===== src/rtl/lbor_ram.sv =====
// ----------------------------------------------------------------------------
// lbor_ram
// Generic simple dual-port RAM: one write port, one read port, registered read.
// ----------------------------------------------------------------------------
module lbor_ram #(
    parameter  int WIDTH = 8,
    parameter  int DEPTH = 16,
    localparam int AW    = (DEPTH > 1) ? $clog2(DEPTH) : 1
) (
    input  logic             i_clk,
    input  logic             i_we,
    input  logic [AW-1:0]    i_waddr,
    input  logic [WIDTH-1:0] i_wdata,
    input  logic             i_re,
    input  logic [AW-1:0]    i_raddr,
    output logic [WIDTH-1:0] o_rdata
);

    logic [WIDTH-1:0] r_mem [DEPTH];
    logic [WIDTH-1:0] r_rdata;

    always_ff @(posedge i_clk) begin
        if (i_we) begin
            r_mem[i_waddr] <= i_wdata;
        end
        if (i_re) begin
            r_rdata <= r_mem[i_raddr];
        end
    end

    assign o_rdata = r_rdata;

endmodule


===== config.mk =====
export PLATFORM = sky130hd
export DESIGN_NAME = lbor_ram
export DESIGN_NICKNAME = d
export VERILOG_FILES = /design/src/rtl/lbor_ram.sv
export SDC_FILE = /design/constraint.sdc
export NUM_CORES = 1
export LEC_CHECK = 0
export BUFFER_PORTS_ARGS = -buffer_cell sky130_fd_sc_hd__buf_2
export CAP_MARGIN = 20
export CORE_ASPECT_RATIO = 2
export CORE_MARGIN = 1
export CORE_UTILIZATION = 40
export DETAILED_ROUTE_END_ITERATION = 7
export HOLD_SLACK_MARGIN = 0.02
export PLACE_DENSITY = 0.54
export RECOVER_POWER = 25
export SLEW_MARGIN = 10
export SYNTH_ARGS = -nofsm -noshare
export SYNTH_HDL_FRONTEND = slang
export SYNTH_SLANG_ARGS = --single-unit

===== constraint.sdc =====
create_clock -name i_clk -period 3.65 [get_ports i_clk]
set_clock_uncertainty 0.05 [all_clocks]
set_input_delay 0.365 -clock i_clk [delete_from_list [all_inputs] [get_ports i_clk]]
set_output_delay 0.365 -clock i_clk [all_outputs]
set_load 0.03 [all_outputs]

## Yosys cells after proc, flatten, opt, wreduce, memory -nomap -nowiden

Memories as Yosys holds them, arrays and structs flattened. A register that Yosys moved wholly into a read port is not among the register bits.
Index checks and enable logic that the tools add are counted.

- Bits in writable memories: 128
- Output and inout port bits: 8
- Memories kept: 1
- Bits in registers: 0

- Mux-type cells: 2

Memory list:

| memory | depth | width | rd ports | clocked after Yosys merged registers in | write ports | RTL line | source |
|---|---|---|---|---|---|---|---|
| r_mem | 16 | 8 | 1 | 1 | 1 | 19 | `logic [WIDTH-1:0] r_mem [DEPTH];` |

Operators by type and width:

| kind | number |
|---|---|
| $mux W1 | 2 |

## Depth between registers and ports, before layout

- Depth after elaboration: 2
- Gate-level depth with buffers: 5
- Gate-level depth less buffers: 3

## Worst setup path before layout

No wires, ideal clock.

- Path kind: input to register
- From: in i_waddr[2]
- To: mem r_mem[0][0] (enable)
- Library setup time: 0.383 ns
- Path buffers: 0
- Slack: 1.742 ns
- Stages on the path: 2
- Arrival: 1.475 ns
- Path through: or3b_2 nor3_1

RTL lines:

| what | RTL line | source |
|---|---|---|
| start: declaration | 12 | `input logic [AW-1:0] i_waddr,` |
| end: declaration | 19 |  |

Straight into the memory's write port.

==> summary.md <==
| Metric | Value |
|---|---|
| Sequential Power Share | roughly half |
| Slew margin rel. | a little under two fifths |
| Clk root buf | clkbuf_16 |
| Max Cap Viol | 0 |
| Vias in the first global route | between 2000 and 3000 |
| Register-to-Register Path Depth | 3 |
| Initial Utilization | roughly two fifths |
| #FFs+latches synth | approximately 140 |
| Maximum VDD drop | roughly 0.33 mV |
| Gr usage total | roughly 16% |
| Critical Path Stages | 5 |
| Final WL | between 10 and 15 mm |
| Post-CTS Setup Bufs | 0 |
| Via density per instance | approximately 5.4 |
| Switching fraction of total power | 20.72% |
| FF+latch area | 4084 sq um |
| NumNets Final | 288 |
| Sw Pwr | around 760 uW |
| PostCTS Resize Cnt | 0 |
| Congestion Overflow GR | 0 |
| DRT antenna net count | 0 |
| Average size of a mapped cell | between 20 and 25 sq um |
| Largest net degree at the start of global routing | 33 |
| Hold Vio Cnt, Final | 0 |
| Layout cell share with drive strength beyond 1 | roughly a quarter |
| CP endpoint kind | register |
| Crit path max fanout | 32 |
| Gpl congestion | slightly above 0.7 |
| WP buf/inv | 2 |
| Most common cell after layout, fill and taps aside | edfxtp_1 |
| I/O Buffers | 26 |
| Die height | between 150 and 200 microns |
| Design Area, Final | around 6000 sq um |
| Mapped Area | approximately 5200 sq um |
| Most frequent cells in the layout | 136 x edfxtp_1, 19 x buf_2, 18 x mux4_2, 17 x clkbuf_16, 16 x a22oi_1 |
| CP arrival | approximately 2 ns |
| WL/cell | between 20 and 25 microns |
| LEAKAGE | about 0.0020 uW |
| Status | finished, final reports clean |
| Combinational power share | ~4.5% |
| Unrepaired setup endpoints after global routing | no |
| # diodes | 0 |
| Crit path max-delay family | multiplexers |
| TritonRoute pass-1 iters | 4 |
| Clk_lat worst skew | about 0.4 ns |
| Slew @ Worst Pin | approximately 0.94 ns |
| Num rows | 58 |
| Clk pwr share | between 40% and 50% |
| Final Setup Violations | 0 |
| Crit-path cells | buf_2, buf_4, mux4_1, a22oi_1, nand2_1 |
| Type of the worst setup path | primary input to register |
| Period utilisation layout | 50.49% |
| Area grow syn2layout | 16.49% |
| Die area | approximately 14000 sq um |
| Hold buffers post-CTS | 0 |
| Max-slew violation count | 0 |
| Class of the worst hold path | primary input to register |
| Crit-path slowest cell | mux4_1 |
| Ys Warns | 0 |
| Fmax | approximately 540 MHz |
| Cells after Synth | around 230 |
| Pint | 2900 uW |
| Multi-input logic area | around 1100 sq um |
| DIE WIDTH | 82.84 microns |
| # DRC | 0 |
| Fin crit period | 1.843 ns |
| Initial antenna violation count | 0 |
| Nature of the critical path startpoint | primary input |
| CTS sink count | 136 |
| CTS max path bufs | 2 |
| Detailed-placement wirelength estimate | roughly 6.7 mm |
| P per Cell Area | approximately 600 nW/um^2 |
| Clock transition at the registers of the reported paths | 0.06 ns |
| Core ar. | around 13000 sq um |
| Post-Synthesis Net Count | between 200 and 250 |
| CTS tree | done |
| First-pass GRT wire length | roughly 16 mm |
| H-tree Lvls | 4 |
| Io pins | 27 |
| DRT iter0 DRCs | ~150 |
| CP required | 3.76 ns |
| CP max stage delay | between 0.6 and 0.7 ns |
| Fillers | approximately 1100 |
| TritonCTS buffer count | 17 |
| Routed vias | 2353 |
| Setup TNS | 0 ns |
| Dpl cell area | approximately 5500 sq um |
| Post-synthesis cell type count | 18 |
| Sequential share of the synthesized area | ~78% |
| Hold-critical path depth | 1 |
[worst reg2reg max path: cells and delay by family, from the launching register on]
kind | cells | cell delay [ns]
multiplexers | 1 | 0.52
flip-flops | 1 | 0.36
AND/OR/NAND/NOR | 1 | 0.08
AO/OA/AOI/OAI | 1 | 0.26
[sequential cells by signal, indices dropped and copies added, names as in the netlist]
register	cells
r_mem	128
o_rdata	8
[power groups by stage]
stage	sequential, uW	combinational [uW]	clock (uW)
after floorplan	1810	88.8	0
after global placement	1800	167	0
after detailed placement	1800	170	0
after CTS	1770	171	1750
after global routing	1770	180	1810
final	1770	164	1730
[logic make-up (layout without fill, tap and decap cells)]
logic type | after synthesis | count (layout) | synth area share, %
compound gates | 16 | 16 | 2.298
simple gates | 35 | 35 | 3.136
flops | 136 | 136 | 78.12
buf+inv | 10 | 63 | 1.651
mux | 32 | 32 | 14.79
[path summary, 6_finish.rpt]
| kind | startpoint | to | slack (ns) |
|---|---|---|---|
| setup / recovery | i_raddr[0] | o_rdata[2]$_DFFE_PP_ | 1.81 |
| hold / removal | i_re | o_rdata[6]$_DFFE_PP_ | 0.27 |
| setup reg to reg | r_mem[1][3]$_DFFE_PP_ | o_rdata[3]$_DFFE_PP_ | 2.13 |
| hold reg to reg | r_mem[14][2]$_DFFE_PP_ | o_rdata[2]$_DFFE_PP_ | 0.70 |
[metal layers]
layer,up-vias,wire (microns),track usage (%)
met5,-,0,0
met4,0,137,6.818
met3,10,352,3.992
met2,65,5833,31.04
met1,1217,3795,16.98
li1,1061,-,-
[cell type report]
| class | instances | area share [%] |
|---|---|---|
| Sequential cell | 136 | 67.06 |
| Multi-Input combinational cell | 83 | 17.36 |
| Clock buffer | 18 | 7.047 |
| Tap cell | 150 | 3.082 |
| Clock inverter | 14 | 2.835 |
| Timing Repair Buffer | 31 | 2.609 |
[stage by stage]
| step | utilization (%) | std cells | power, uW | setup WS, ns | hold WS [ns] |
|---|---|---|---|---|---|
| floorplan | - | 229 | 1903 | 1.742 | 0.4139 |
| global placement | 43.53 | 400 | 1967 | 1.349 | 0.6787 |
| detailed placement | 43.53 | 400 | 1971 | 1.355 | 0.6839 |
| CTS | 48.30 | 432 | 3693 | 1.779 | 0.2691 |
| global route | 48.23 | 432 | 3760 | 1.661 | 0.2741 |
| finish | 48.23 | 432 | 3658 | 1.807 | 0.2738 |
[Yosys cell counts]
cell type,instances,area [sq um]
buf_4,1,7.510
or3b_2,1,8.760
and2_1,1,6.260
buf_6,3,33.78
nand2_1,9,33.78
buf_2,3,15.01
nand3_1,1,5.000
nand3b_1,2,15.01
mux4_1,14,367.9
clkdlybuf4s25_2,3,30.03
nor3_1,4,20.02
mux4_2,18,405.4
edfxtp_1,136,4084
and2b_1,1,7.510
nor2b_1,1,6.260
a22oi_1,16,120.1
nor2_1,13,48.80
nand2b_1,2,12.51
No activity file was read; power rests on OpenSTA's default activity.
